`config.mk`:
```
export PLATFORM = sky130hd
export DESIGN_NAME = implied_instruction_cycle_executor_top
export DESIGN_NICKNAME = d
export VERILOG_FILES = /design/src/design/iice_pkg.sv /design/src/design/iice_ctrl.sv /design/src/design/iice_dpath.sv /design/src/design/implied_instruction_cycle_executor_top.sv
export SDC_FILE = /design/constraint.sdc
export NUM_CORES = 1
export LEC_CHECK = 0
export ABC_AREA = 1
export BUFFER_PORTS_ARGS = -buffer_cell sky130_fd_sc_hd__buf_2
export CAP_MARGIN = 20
export CORE_MARGIN = 8
export CORE_UTILIZATION = 40
export CTS_CLUSTER_SIZE = 40
export DETAILED_ROUTE_END_ITERATION = 10
export PLACE_DENSITY = 0.61
export SLEW_MARGIN = 10
export SYNTH_ARGS = -nofsm -noshare
export SYNTH_HDL_FRONTEND = slang
export SYNTH_SLANG_ARGS = --single-unit
```
`constraint.sdc`:
```
create_clock -name i_clk -period 3.79 [get_ports i_clk]
set_input_delay 0.1895 -clock i_clk [delete_from_list [all_inputs] [get_ports i_clk]]
set_output_delay 0.1895 -clock i_clk [all_outputs]
set_load 0.05 [all_outputs]
```
`src/design/iice_pkg.sv`:
```
// Shared types, codes and helpers of the implied-mode instruction executor.
package iice_pkg;

    // Status byte bits, NV-BDIZC order
    localparam logic [7:0] FLAG_C = 8'h01;
    localparam logic [7:0] FLAG_Z = 8'h02;
    localparam logic [7:0] FLAG_I = 8'h04;
    localparam logic [7:0] FLAG_D = 8'h08;
    localparam logic [7:0] FLAG_B = 8'h10;
    localparam logic [7:0] FLAG_U = 8'h20;
    localparam logic [7:0] FLAG_V = 8'h40;
    localparam logic [7:0] FLAG_N = 8'h80;

    localparam logic [7:0]  STACK_PAGE = 8'h01;
    localparam logic [15:0] VEC_IRQ_LO = 16'hFFFE;
    localparam logic [15:0] VEC_IRQ_HI = 16'hFFFF;

    // Instruction codes as carried in req_type
    typedef enum logic [4:0] {
        INSTR_BRK = 5'd0,  INSTR_CLC = 5'd1,  INSTR_CLI = 5'd2,  INSTR_CLV = 5'd3,
        INSTR_CLD = 5'd4,  INSTR_SEC = 5'd5,  INSTR_SEI = 5'd6,  INSTR_SED = 5'd7,
        INSTR_NOP = 5'd8,  INSTR_TAX = 5'd9,  INSTR_TAY = 5'd10, INSTR_TXA = 5'd11,
        INSTR_TYA = 5'd12, INSTR_INX = 5'd13, INSTR_INY = 5'd14, INSTR_DEX = 5'd15,
        INSTR_DEY = 5'd16, INSTR_RTI = 5'd17, INSTR_RTS = 5'd18, INSTR_TXS = 5'd19,
        INSTR_TSX = 5'd20, INSTR_PHA = 5'd21, INSTR_PHP = 5'd22, INSTR_PLA = 5'd23,
        INSTR_PLP = 5'd24
    } t_instr;

    // Controller state
    typedef enum logic {
        ST_IDLE,
        ST_EXEC
    } t_state;

    // Bus address source
    typedef enum logic [1:0] {
        ADDR_PC,
        ADDR_STACK,
        ADDR_VEC_LO,
        ADDR_VEC_HI
    } t_addr_sel;

    // Write data source; NONE marks a read cycle
    typedef enum logic [2:0] {
        WD_NONE,
        WD_PCH,
        WD_PCL,
        WD_PBRK,
        WD_ACC,
        WD_STATUS
    } t_wdata_sel;

    // Register file effect of one bus cycle
    typedef enum logic [4:0] {
        REG_NONE,
        REG_CLC, REG_CLI, REG_CLV, REG_CLD,
        REG_SEC, REG_SEI, REG_SED,
        REG_TAX, REG_TAY, REG_TXA, REG_TYA,
        REG_INX, REG_INY, REG_DEX, REG_DEY,
        REG_TXS, REG_TSX,
        REG_PLA, REG_PLP, REG_RTI_P
    } t_reg_op;

    // Program counter byte loads from the pulled bytes
    typedef enum logic [2:0] {
        PCLD_NONE,
        PCLD_LO_B1,
        PCLD_LO_B2,
        PCLD_HI_B2,
        PCLD_HI_B3
    } t_pc_load;

    // Request and response payloads
    typedef struct packed {
        logic [4:0] req_type;
        logic [7:0] pull_byte_first;
        logic [7:0] pull_byte_second;
        logic [7:0] pull_byte_third;
    } t_req;

    typedef struct packed {
        logic [15:0] bus_address;
        logic        bus_is_write;
        logic [7:0]  bus_write_data;
        logic        last_cycle;
        logic [7:0]  acc_out;
        logic [7:0]  index_x_out;
        logic [7:0]  index_y_out;
        logic [7:0]  stack_ptr_out;
        logic [7:0]  status_out;
        logic [15:0] prog_counter_out;
    } t_rsp;

    // Controller to datapath command for one clock
    typedef struct packed {
        logic       load;
        logic       step;
        logic       last;
        t_addr_sel  addr_sel;
        t_wdata_sel wdata_sel;
        t_reg_op    reg_op;
        t_pc_load   pc_load;
        logic       pc_inc;
        logic       sp_inc;
        logic       sp_dec;
    } t_cmd;

    // Datapath to controller status
    typedef struct packed {
        logic out_free;
    } t_dp_status;

    // Update N and Z of a status byte from a value
    function automatic logic [7:0] f_set_nz(input logic [7:0] p, input logic [7:0] v);
        logic [7:0] r;
        r = p & ~(FLAG_N | FLAG_Z);
        if (v == 8'h00) r = r | FLAG_Z;
        if (v[7]) r = r | FLAG_N;
        return r;
    endfunction

endpackage

```
`src/design/iice_ctrl.sv`:
```
// Controller: request handshake and per-cycle sequencing of each instruction.
module iice_ctrl (
    input  logic                i_clk,
    input  logic                i_rst_n,
    input  logic                i_req_valid,
    input  logic [4:0]          i_req_type,
    output logic                o_req_stall,
    input  iice_pkg::t_dp_status i_status,
    output iice_pkg::t_cmd      o_cmd
);
    import iice_pkg::*;

    t_state     r_state, n_state;
    logic [2:0] r_step;
    logic [4:0] r_op;
    logic       accept;
    logic       op_known;

    assign o_req_stall = (r_state != ST_IDLE);
    assign accept      = i_req_valid && (r_state == ST_IDLE);
    // Codes past PLP are dropped without any bus cycle
    assign op_known    = (i_req_type <= INSTR_PLP);

    // State, step counter and latched opcode
    always_ff @(posedge i_clk) begin
        if (!i_rst_n) begin
            r_state <= ST_IDLE;
            r_step  <= 3'd0;
            r_op    <= 5'd0;
        end else begin
            r_state <= n_state;
            if (accept) begin
                r_op   <= i_req_type;
                r_step <= 3'd0;
            end else if (o_cmd.step) begin
                r_step <= r_step + 3'd1;
            end
        end
    end

    // Next state
    always_comb begin
        n_state = r_state;
        unique case (r_state)
            ST_IDLE: begin
                if (accept && op_known) n_state = ST_EXEC;
            end
            ST_EXEC: begin
                if (o_cmd.step && o_cmd.last) n_state = ST_IDLE;
            end
            default: n_state = ST_IDLE;
        endcase
    end

    // Command decode per instruction and step
    always_comb begin
        o_cmd           = '0;
        o_cmd.addr_sel  = ADDR_PC;
        o_cmd.wdata_sel = WD_NONE;
        o_cmd.reg_op    = REG_NONE;
        o_cmd.pc_load   = PCLD_NONE;
        o_cmd.load      = accept;
        o_cmd.step      = (r_state == ST_EXEC) && i_status.out_free;

        if (r_step == 3'd0) begin
            // opcode fetch
            o_cmd.pc_inc = 1'b1;
        end else begin
            unique case (t_instr'(r_op))
                INSTR_BRK: begin
                    unique case (r_step)
                        3'd1: o_cmd.pc_inc = 1'b1;
                        3'd2: begin
                            o_cmd.addr_sel  = ADDR_STACK;
                            o_cmd.wdata_sel = WD_PCH;
                            o_cmd.sp_dec    = 1'b1;
                        end
                        3'd3: begin
                            o_cmd.addr_sel  = ADDR_STACK;
                            o_cmd.wdata_sel = WD_PCL;
                            o_cmd.sp_dec    = 1'b1;
                        end
                        3'd4: begin
                            o_cmd.addr_sel  = ADDR_STACK;
                            o_cmd.wdata_sel = WD_PBRK;
                            o_cmd.sp_dec    = 1'b1;
                        end
                        3'd5: begin
                            o_cmd.addr_sel = ADDR_VEC_LO;
                            o_cmd.pc_load  = PCLD_LO_B1;
                        end
                        default: begin
                            o_cmd.addr_sel = ADDR_VEC_HI;
                            o_cmd.pc_load  = PCLD_HI_B2;
                            o_cmd.reg_op   = REG_SEI;
                            o_cmd.last     = 1'b1;
                        end
                    endcase
                end
                INSTR_RTI: begin
                    if (r_step != 3'd1) o_cmd.addr_sel = ADDR_STACK;
                    unique case (r_step)
                        3'd1: ;
                        3'd2: o_cmd.sp_inc = 1'b1;
                        3'd3: begin
                            o_cmd.reg_op = REG_RTI_P;
                            o_cmd.sp_inc = 1'b1;
                        end
                        3'd4: begin
                            o_cmd.pc_load = PCLD_LO_B2;
                            o_cmd.sp_inc  = 1'b1;
                        end
                        default: begin
                            o_cmd.pc_load = PCLD_HI_B3;
                            o_cmd.last    = 1'b1;
                        end
                    endcase
                end
                INSTR_RTS: begin
                    unique case (r_step)
                        3'd1: ;
                        3'd2: begin
                            o_cmd.addr_sel = ADDR_STACK;
                            o_cmd.sp_inc   = 1'b1;
                        end
                        3'd3: begin
                            o_cmd.addr_sel = ADDR_STACK;
                            o_cmd.pc_load  = PCLD_LO_B1;
                            o_cmd.sp_inc   = 1'b1;
                        end
                        3'd4: begin
                            o_cmd.addr_sel = ADDR_STACK;
                            o_cmd.pc_load  = PCLD_HI_B2;
                        end
                        default: begin
                            // fetch past the return address
                            o_cmd.pc_inc = 1'b1;
                            o_cmd.last   = 1'b1;
                        end
                    endcase
                end
                INSTR_PHA, INSTR_PHP: begin
                    if (r_step != 3'd1) begin
                        o_cmd.addr_sel  = ADDR_STACK;
                        o_cmd.wdata_sel = (t_instr'(r_op) == INSTR_PHA) ? WD_ACC : WD_STATUS;
                        o_cmd.sp_dec    = 1'b1;
                        o_cmd.last      = 1'b1;
                    end
                end
                INSTR_PLA, INSTR_PLP: begin
                    unique case (r_step)
                        3'd1: ;
                        3'd2: begin
                            o_cmd.addr_sel = ADDR_STACK;
                            o_cmd.sp_inc   = 1'b1;
                        end
                        default: begin
                            o_cmd.addr_sel = ADDR_STACK;
                            o_cmd.reg_op   = (t_instr'(r_op) == INSTR_PLA) ? REG_PLA : REG_PLP;
                            o_cmd.last     = 1'b1;
                        end
                    endcase
                end
                default: begin
                    // remaining implied instructions: register work on the dummy read
                    o_cmd.last = 1'b1;
                    unique case (t_instr'(r_op))
                        INSTR_CLC: o_cmd.reg_op = REG_CLC;
                        INSTR_CLI: o_cmd.reg_op = REG_CLI;
                        INSTR_CLV: o_cmd.reg_op = REG_CLV;
                        INSTR_CLD: o_cmd.reg_op = REG_CLD;
                        INSTR_SEC: o_cmd.reg_op = REG_SEC;
                        INSTR_SEI: o_cmd.reg_op = REG_SEI;
                        INSTR_SED: o_cmd.reg_op = REG_SED;
                        INSTR_TAX: o_cmd.reg_op = REG_TAX;
                        INSTR_TAY: o_cmd.reg_op = REG_TAY;
                        INSTR_TXA: o_cmd.reg_op = REG_TXA;
                        INSTR_TYA: o_cmd.reg_op = REG_TYA;
                        INSTR_INX: o_cmd.reg_op = REG_INX;
                        INSTR_INY: o_cmd.reg_op = REG_INY;
                        INSTR_DEX: o_cmd.reg_op = REG_DEX;
                        INSTR_DEY: o_cmd.reg_op = REG_DEY;
                        INSTR_TXS: o_cmd.reg_op = REG_TXS;
                        INSTR_TSX: o_cmd.reg_op = REG_TSX;
                        default:   o_cmd.reg_op = REG_NONE;
                    endcase
                end
            endcase
        end
    end

endmodule

```
`src/design/iice_dpath.sv`:
```
// Datapath: CPU registers, bus cycle formation and the response register.
module iice_dpath (
    input  logic                 i_clk,
    input  logic                 i_rst_n,
    input  iice_pkg::t_cmd       i_cmd,
    input  iice_pkg::t_req       i_req,
    output iice_pkg::t_dp_status o_status,
    output logic                 o_rsp_valid,
    input  logic                 i_rsp_stall,
    output iice_pkg::t_rsp       o_rsp
);
    import iice_pkg::*;

    logic [7:0]  r_a, r_x, r_y, r_sp, r_p;
    logic [15:0] r_pc;
    logic [7:0]  n_a, n_x, n_y, n_sp, n_p;
    logic [15:0] n_pc;
    logic [7:0]  r_b1, r_b2, r_b3;
    logic        r_rsp_vld;
    t_rsp        r_rsp, n_rsp;
    logic [15:0] bus_addr;
    logic [7:0]  wdata;

    assign o_status.out_free = !r_rsp_vld || !i_rsp_stall;
    assign o_rsp_valid       = r_rsp_vld;
    assign o_rsp             = r_rsp;

    // Register effects of the current bus cycle
    always_comb begin
        n_a  = r_a;
        n_x  = r_x;
        n_y  = r_y;
        n_sp = r_sp;
        n_p  = r_p;
        n_pc = r_pc;
        unique case (i_cmd.reg_op)
            REG_CLC:   n_p = r_p & ~FLAG_C;
            REG_CLI:   n_p = r_p & ~FLAG_I;
            REG_CLV:   n_p = r_p & ~FLAG_V;
            REG_CLD:   n_p = r_p & ~FLAG_D;
            REG_SEC:   n_p = r_p | FLAG_C;
            REG_SEI:   n_p = r_p | FLAG_I;
            REG_SED:   n_p = r_p | FLAG_D;
            REG_TAX: begin
                n_x = r_a;
                n_p = f_set_nz(r_p, r_a);
            end
            REG_TAY: begin
                n_y = r_a;
                n_p = f_set_nz(r_p, r_a);
            end
            REG_TXA: begin
                n_a = r_x;
                n_p = f_set_nz(r_p, r_x);
            end
            REG_TYA: begin
                n_a = r_y;
                n_p = f_set_nz(r_p, r_y);
            end
            REG_INX: begin
                n_x = r_x + 8'd1;
                n_p = f_set_nz(r_p, n_x);
            end
            REG_INY: begin
                n_y = r_y + 8'd1;
                n_p = f_set_nz(r_p, n_y);
            end
            REG_DEX: begin
                n_x = r_x - 8'd1;
                n_p = f_set_nz(r_p, n_x);
            end
            REG_DEY: begin
                n_y = r_y - 8'd1;
                n_p = f_set_nz(r_p, n_y);
            end
            REG_TXS:   n_sp = r_x;
            REG_TSX: begin
                n_x = r_sp;
                n_p = f_set_nz(r_p, r_sp);
            end
            REG_PLA: begin
                n_a = r_b1;
                n_p = f_set_nz(r_p, r_b1);
            end
            REG_PLP:   n_p = r_b1;
            REG_RTI_P: n_p = r_b1 & ~(FLAG_B | FLAG_U);
            default: ;
        endcase
        // stack pointer moves and PC updates never share a cycle with TXS
        if (i_cmd.sp_inc) n_sp = r_sp + 8'd1;
        if (i_cmd.sp_dec) n_sp = r_sp - 8'd1;
        if (i_cmd.pc_inc) n_pc = r_pc + 16'd1;
        unique case (i_cmd.pc_load)
            PCLD_LO_B1: n_pc = {r_pc[15:8], r_b1};
            PCLD_LO_B2: n_pc = {r_pc[15:8], r_b2};
            PCLD_HI_B2: n_pc = {r_b2, r_pc[7:0]};
            PCLD_HI_B3: n_pc = {r_b3, r_pc[7:0]};
            default: ;
        endcase
    end

    // Bus address and write data come from registers before the update
    always_comb begin
        unique case (i_cmd.addr_sel)
            ADDR_PC:     bus_addr = r_pc;
            ADDR_STACK:  bus_addr = {STACK_PAGE, r_sp};
            ADDR_VEC_LO: bus_addr = VEC_IRQ_LO;
            ADDR_VEC_HI: bus_addr = VEC_IRQ_HI;
            default:     bus_addr = r_pc;
        endcase
        unique case (i_cmd.wdata_sel)
            WD_PCH:    wdata = r_pc[15:8];
            WD_PCL:    wdata = r_pc[7:0];
            WD_PBRK:   wdata = r_p | FLAG_B | FLAG_U;
            WD_ACC:    wdata = r_a;
            WD_STATUS: wdata = r_p;
            default:   wdata = 8'h00;
        endcase
    end

    // Response: bus cycle plus register snapshot after it
    always_comb begin
        n_rsp.bus_address      = bus_addr;
        n_rsp.bus_is_write     = (i_cmd.wdata_sel != WD_NONE);
        n_rsp.bus_write_data   = wdata;
        n_rsp.last_cycle       = i_cmd.last;
        n_rsp.acc_out          = n_a;
        n_rsp.index_x_out      = n_x;
        n_rsp.index_y_out      = n_y;
        n_rsp.stack_ptr_out    = n_sp;
        n_rsp.status_out       = n_p;
        n_rsp.prog_counter_out = n_pc;
    end

    // CPU registers and response valid
    always_ff @(posedge i_clk) begin
        if (!i_rst_n) begin
            r_a       <= 8'h00;
            r_x       <= 8'h00;
            r_y       <= 8'h00;
            r_sp      <= 8'h00;
            r_p       <= 8'h00;
            r_pc      <= 16'h0000;
            r_rsp_vld <= 1'b0;
        end else begin
            if (i_cmd.step) begin
                r_a       <= n_a;
                r_x       <= n_x;
                r_y       <= n_y;
                r_sp      <= n_sp;
                r_p       <= n_p;
                r_pc      <= n_pc;
                r_rsp_vld <= 1'b1;
            end else if (!i_rsp_stall) begin
                r_rsp_vld <= 1'b0;
            end
        end
    end

    // Payload registers: pulled bytes and response data
    always_ff @(posedge i_clk) begin
        if (i_cmd.load) begin
            r_b1 <= i_req.pull_byte_first;
            r_b2 <= i_req.pull_byte_second;
            r_b3 <= i_req.pull_byte_third;
        end
        if (i_cmd.step) r_rsp <= n_rsp;
    end

endmodule

```
`src/design/implied_instruction_cycle_executor_top.sv`:
```
// Implied-mode instruction executor: one response per bus cycle of each instruction.
// Each request yields 2 to 7 responses, one per clock while the response side takes them:
// BRK 7, RTI and RTS 6, PLA and PLP 4, PHA and PHP 3, all others 2; codes past 24 yield none.
// After acceptance the controller steps through the bus cycles, one per clock while the output
// register is free; the next request is taken once the last bus cycle has entered the output
// register. Ignored codes leave the controller idle and yield no bus cycle.
// Reset (synchronous, active low) clears A, X, Y, SP, status and PC to zero and empties the output.
module implied_instruction_cycle_executor_top (
    input  logic             i_clk,
    input  logic             i_rst_n,
    input  logic             i_req_valid,
    output logic             o_req_stall,
    input  iice_pkg::t_req   i_req,
    output logic             o_rsp_valid,
    input  logic             i_rsp_stall,
    output iice_pkg::t_rsp   o_rsp
);
    import iice_pkg::*;

    t_cmd       cmd;
    t_dp_status status;

    // Sequencer
    iice_ctrl u_ctrl (
        .i_clk       (i_clk),
        .i_rst_n     (i_rst_n),
        .i_req_valid (i_req_valid),
        .i_req_type  (i_req.req_type),
        .o_req_stall (o_req_stall),
        .i_status    (status),
        .o_cmd       (cmd)
    );

    // Registers and bus cycle formation
    iice_dpath u_dpath (
        .i_clk       (i_clk),
        .i_rst_n     (i_rst_n),
        .i_cmd       (cmd),
        .i_req       (i_req),
        .o_status    (status),
        .o_rsp_valid (o_rsp_valid),
        .i_rsp_stall (i_rsp_stall),
        .o_rsp       (o_rsp)
    );

endmodule

```
==> PnR_summary.wiki <==
{| class="wikitable"
! Metric !! Value
|-
| Proportion of layout cells with a drive suffix above 1 || 15.1%
|-
| Number of DRC markers after the initial detailed-route iteration || 991
|-
| Count of max-cap constraint violations || 0
|-
| Avg WL per Cell || 18.2 um
|-
| Count of endpoints failing hold in the final timing report || 0
|-
| Critical path required time || 3.96 ns
|-
| Power density cells || between 400 and 500 mW/mm^2
|-
| Number of hold buffers added after CTS || 24
|-
| Area growth, synth to finish || 17.5%
|-
| Setup repair after global routing missed its margin || false
|-
| Number of cells upsized or downsized after cts || 0
|-
| Post-CTS setup repair buffer count || 0
|-
| FMAX || roughly 310 MHz
|-
| End of the worst hold path || u_dpath.o_rsp_valid
|-
| Initial cell density of the core || 40.6%
|-
| Global-route congestion overflow total || 0
|-
| Total Nets Final || 1424
|-
| Via count || between 9000 and 10000
|-
| Routability-driven placement congestion ratio || 0.957
|-
| PortBufs || 116
|-
| Critical register-to-register path endpoint || u_dpath.o_rsp[51]
|-
| Post-detailed-placement cell area || around 0.011 sq mm
|-
| Number of remaining DRC errors || 0
|-
| Reg-to-reg startpoint || u_ctrl.r_step[1]
|-
| Flop pwr share || between 40 and 50%
|-
| Diode insertion count for antenna repair || 0
|-
| Net switching power figure || 2.08 mW
|-
| Register area || around 0.0046 sq mm
|-
| Area fraction of the dominant cell type after synthesis || 32.3%
|-
| Die footprint || approximately 0.03 sq mm
|-
| Transition at the pin with the smallest max-transition slack || slightly above 1 ns
|-
| Final hold slack || 0.0477 ns
|-
| Area of all placed cells without fillers || between 0.01 and 0.015 sq mm
|-
| Fraction of power consumed by combinational cells || 25.7%
|-
| Root buf cell || clkbuf_16
|-
| R2R cell count || 15
|-
| Mapped Area || 0.00984 sq mm
|-
| Data arrival time of the worst path || ~3.4 ns
|-
| Leakage power figure || 5.20 nW
|-
| Sequential share of the synthesized area || 46.8%
|-
| Number of buffers inserted during clock tree synthesis || 17
|-
| Headroom to the max-slew limit || 31.3%
|-
| Library cell occupying the most area in the post-synthesis netlist || edfxtp_1
|-
| Clock latency reported for the late side of the worst-skew pair || ~0.44 ns
|-
| # IOs || 117
|-
| Fill cells || 2429
|-
| Final setup violation count || 0
|-
| CTS clk-pin slew, worst paths || 0.07 ns
|-
| Post-DR vias/cell || 5.32
|-
| Fin crit share || 84.0%
|-
| Die width || between 150 and 200 um
|-
| Pin count of the biggest net entering global routing || 85
|-
| IR Drop Worst-Case VDD || 390 uV
|-
| # H-tree levels || 4
|-
| Global-route wire length before repair || 48200 um
|-
| Class of the tightest hold or removal check || in2reg
|-
| Total length of routed wires || 31000 um
|-
| Vias in the first global route || about 8500
|-
| Clock Power Share || 30.2%
|-
| Start point of the worst min-delay path || i_rsp_stall
|-
| Cells on Worst Hold Path || 3
|-
| All-layer global routing usage || 20.2%
|-
| Multi-input gate area in the final layout || approximately 0.0044 sq mm
|-
| Flop2flop setup slack || 0.60 ns
|-
| Max-slew violation count || 0
|-
| Residual antenna-violating net count after detailed routing || 0
|-
| Router iterations before antenna repair || 8
|-
| Number of synthesized register bits || ~180
|-
| WS Path Type || reg2reg
|-
| Post-synthesis cell type count || 38
|-
| Category of the worst setup path launch point || register
|-
| Area of the core region || 0.0242 sq mm
|-
| Sinks on Clock Net || about 180
|-
| Clk_skew || 0.0106 ns
|-
| Ranking of synthesized cells by area || edfxtp_1 (32%), dfxtp_1 (14%), nand2_1 (8.4%), inv_1 (6.6%), a21oi_1 (4.3%)
|-
| Max Root-Sink Buffers || 2
|-
| Half-perimeter wire length after detailed placement || 23100 um
|-
| CTS tree || done
|-
| Clock period minus final worst setup slack || around 3.2 ns
|-
| Syn_nets || ~1300
|-
| Die Ht || 173 um
|-
| Standard-cell row count || 57
|-
| Initial antenna violation count || 0
|-
| Synth Warn # || 0
|-
| Overall power of the completed layout || 5.62 mW
|-
| Setup TNS || 0 ns
|-
| Post-Syn Instances || 1234
|-
| Maximum fanout along the worst path || 18
|-
| Sw frac || 37.1%
|-
| Kind of end point of the critical path || register
|-
| Core utilization of the finished layout || 47.7%
|-
| Run status || completed
|-
| Internal cell power || between 3 and 4 mW
|-
| Post-synthesis average cell area || 7.97 sq um
|}
-- placed cells by master, fill, tap and decap left out, types with 48 or more instances in the layout --
master and n:
a21oi_1 85, o21ai_1 48, nor2_1 106, nand2_1 220, nand3_1 72, edfxtp_1 106, o21ai_0 63, dfxtp_1 71
inv_1 172, buf_2 116
-- flip-flops by register name (all words and copies together) (netlist names), named ones only --
register	cells
u_dpath.o_rsp	82
u_dpath.r_p	8
u_ctrl.o_req_stall	1
u_ctrl.r_step	3
u_ctrl.r_op	5
u_dpath.r_b1	8
u_dpath.r_b3	8
u_dpath.r_sp	8
u_dpath.r_pc	16
u_dpath.r_x	8
u_dpath.o_rsp_valid	1
u_dpath.r_b2	8
u_dpath.r_y	8
u_dpath.r_a	8
-- cells by family (layout without fill, tap and decap cells) --
group	Yosys count	count (layout)	share of synthesized area (%)
flip-flops	177	177	46.8
AND/OR/NAND/NOR	481	481	21.5
buffers and inverters	231	379	8.87
XOR/XNOR	42	42	3.74
AO/OA/AOI/OAI	281	281	16.3
adder cells (fa/ha/maj)	22	22	2.80
-- per-stage QoR --
step           setup slack (ns)  std cells
2_1_floorplan              1.23       1234
3_3_place_gp              0.706       1650
3_5_place_dp              0.676       1650
4_1_cts                   0.635       1706
5_1_grt                   0.305       1706
6_report                  0.605       1706
-- Yosys cell counts, drive strengths merged --
master / instances
nand3: 76
nand3b: 2
o21ai: 111
edfxtp: 106
a22oi: 11
nor4: 6
o22ai: 26
a211oi: 3
buf: 3
a221oi: 2
nand4: 17
a31oi: 3
xnor2: 2
clkbuf: 28
o221ai: 3
inv: 195
nor2: 118
o2111ai: 14
clkinv: 5
xor2: 40
a21oi: 86
and3b: 1
nand2: 232
o31ai: 3
dfxtp: 71
nor3: 27
o21bai: 1
o211ai: 18
or2: 2
ha: 22
-- power by group through the flow --
stage | Combinational [mW] | Sequential, mW | Clock [mW]
floorplan | 0.757 | 2.76 | 0
global placement | 1.41 | 2.51 | 0
detailed placement | 1.41 | 2.51 | 0
CTS | 1.44 | 2.47 | 1.72
global route | 1.58 | 2.49 | 1.80
finish | 1.44 | 2.47 | 1.70
-- critical path, cell delays in order (launching register included) --
cell     delay (ns)
dfxtp_1        0.34
inv_1          0.13
ha_1           0.19
inv_1          0.05
nor2_1         0.44
inv_2          0.28
nand2_2        0.17
nand2_1        0.12
nor2_4         0.27
nand2_2        0.16
inv_2          0.15
a21oi_2        0.10
inv_2          0.10
nor2_1         0.05
nor3_1         0.25
inv_1          0.11
-- per-layer routing --
layer / share of wire [%] / track usage [%] / vias up
met4: 2.0 / 5.71 / 0
met2: 44 / 30.8 / 372
li1: - / - / 4451
met5: 0 / 0 / -
met1: 47 / 28.7 / 4204
met3: 6.9 / 3.59 / 43
-- worst max path at each step --
stage / slack (ns) / from / end
floorplan: 1.23 / u_ctrl.o_req_stall / u_dpath.o_rsp[0]
global placement: 0.71 / u_ctrl.r_step[0] / u_dpath.o_rsp[51]
detailed placement: 0.68 / u_ctrl.r_step[1] / u_dpath.o_rsp[51]
CTS: 0.64 / u_ctrl.r_step[1] / u_dpath.o_rsp[51]
global route: 0.31 / u_ctrl.r_step[1] / u_dpath.r_pc[8]
finish: 0.60 / u_ctrl.r_step[1] / u_dpath.o_rsp[51]
-- layout make-up --
cell class / count / share of cell area [%]
clock buffer: 19 / 3.74
clock inverter: 13 / 1.03
inverter: 200 / 6.51
multi-input combinational: 826 / 37.7
sequential: 177 / 39.8
tap: 324 / 3.50
timing repair buffer: 147 / 7.66
(Power assumes the default switching activity.)
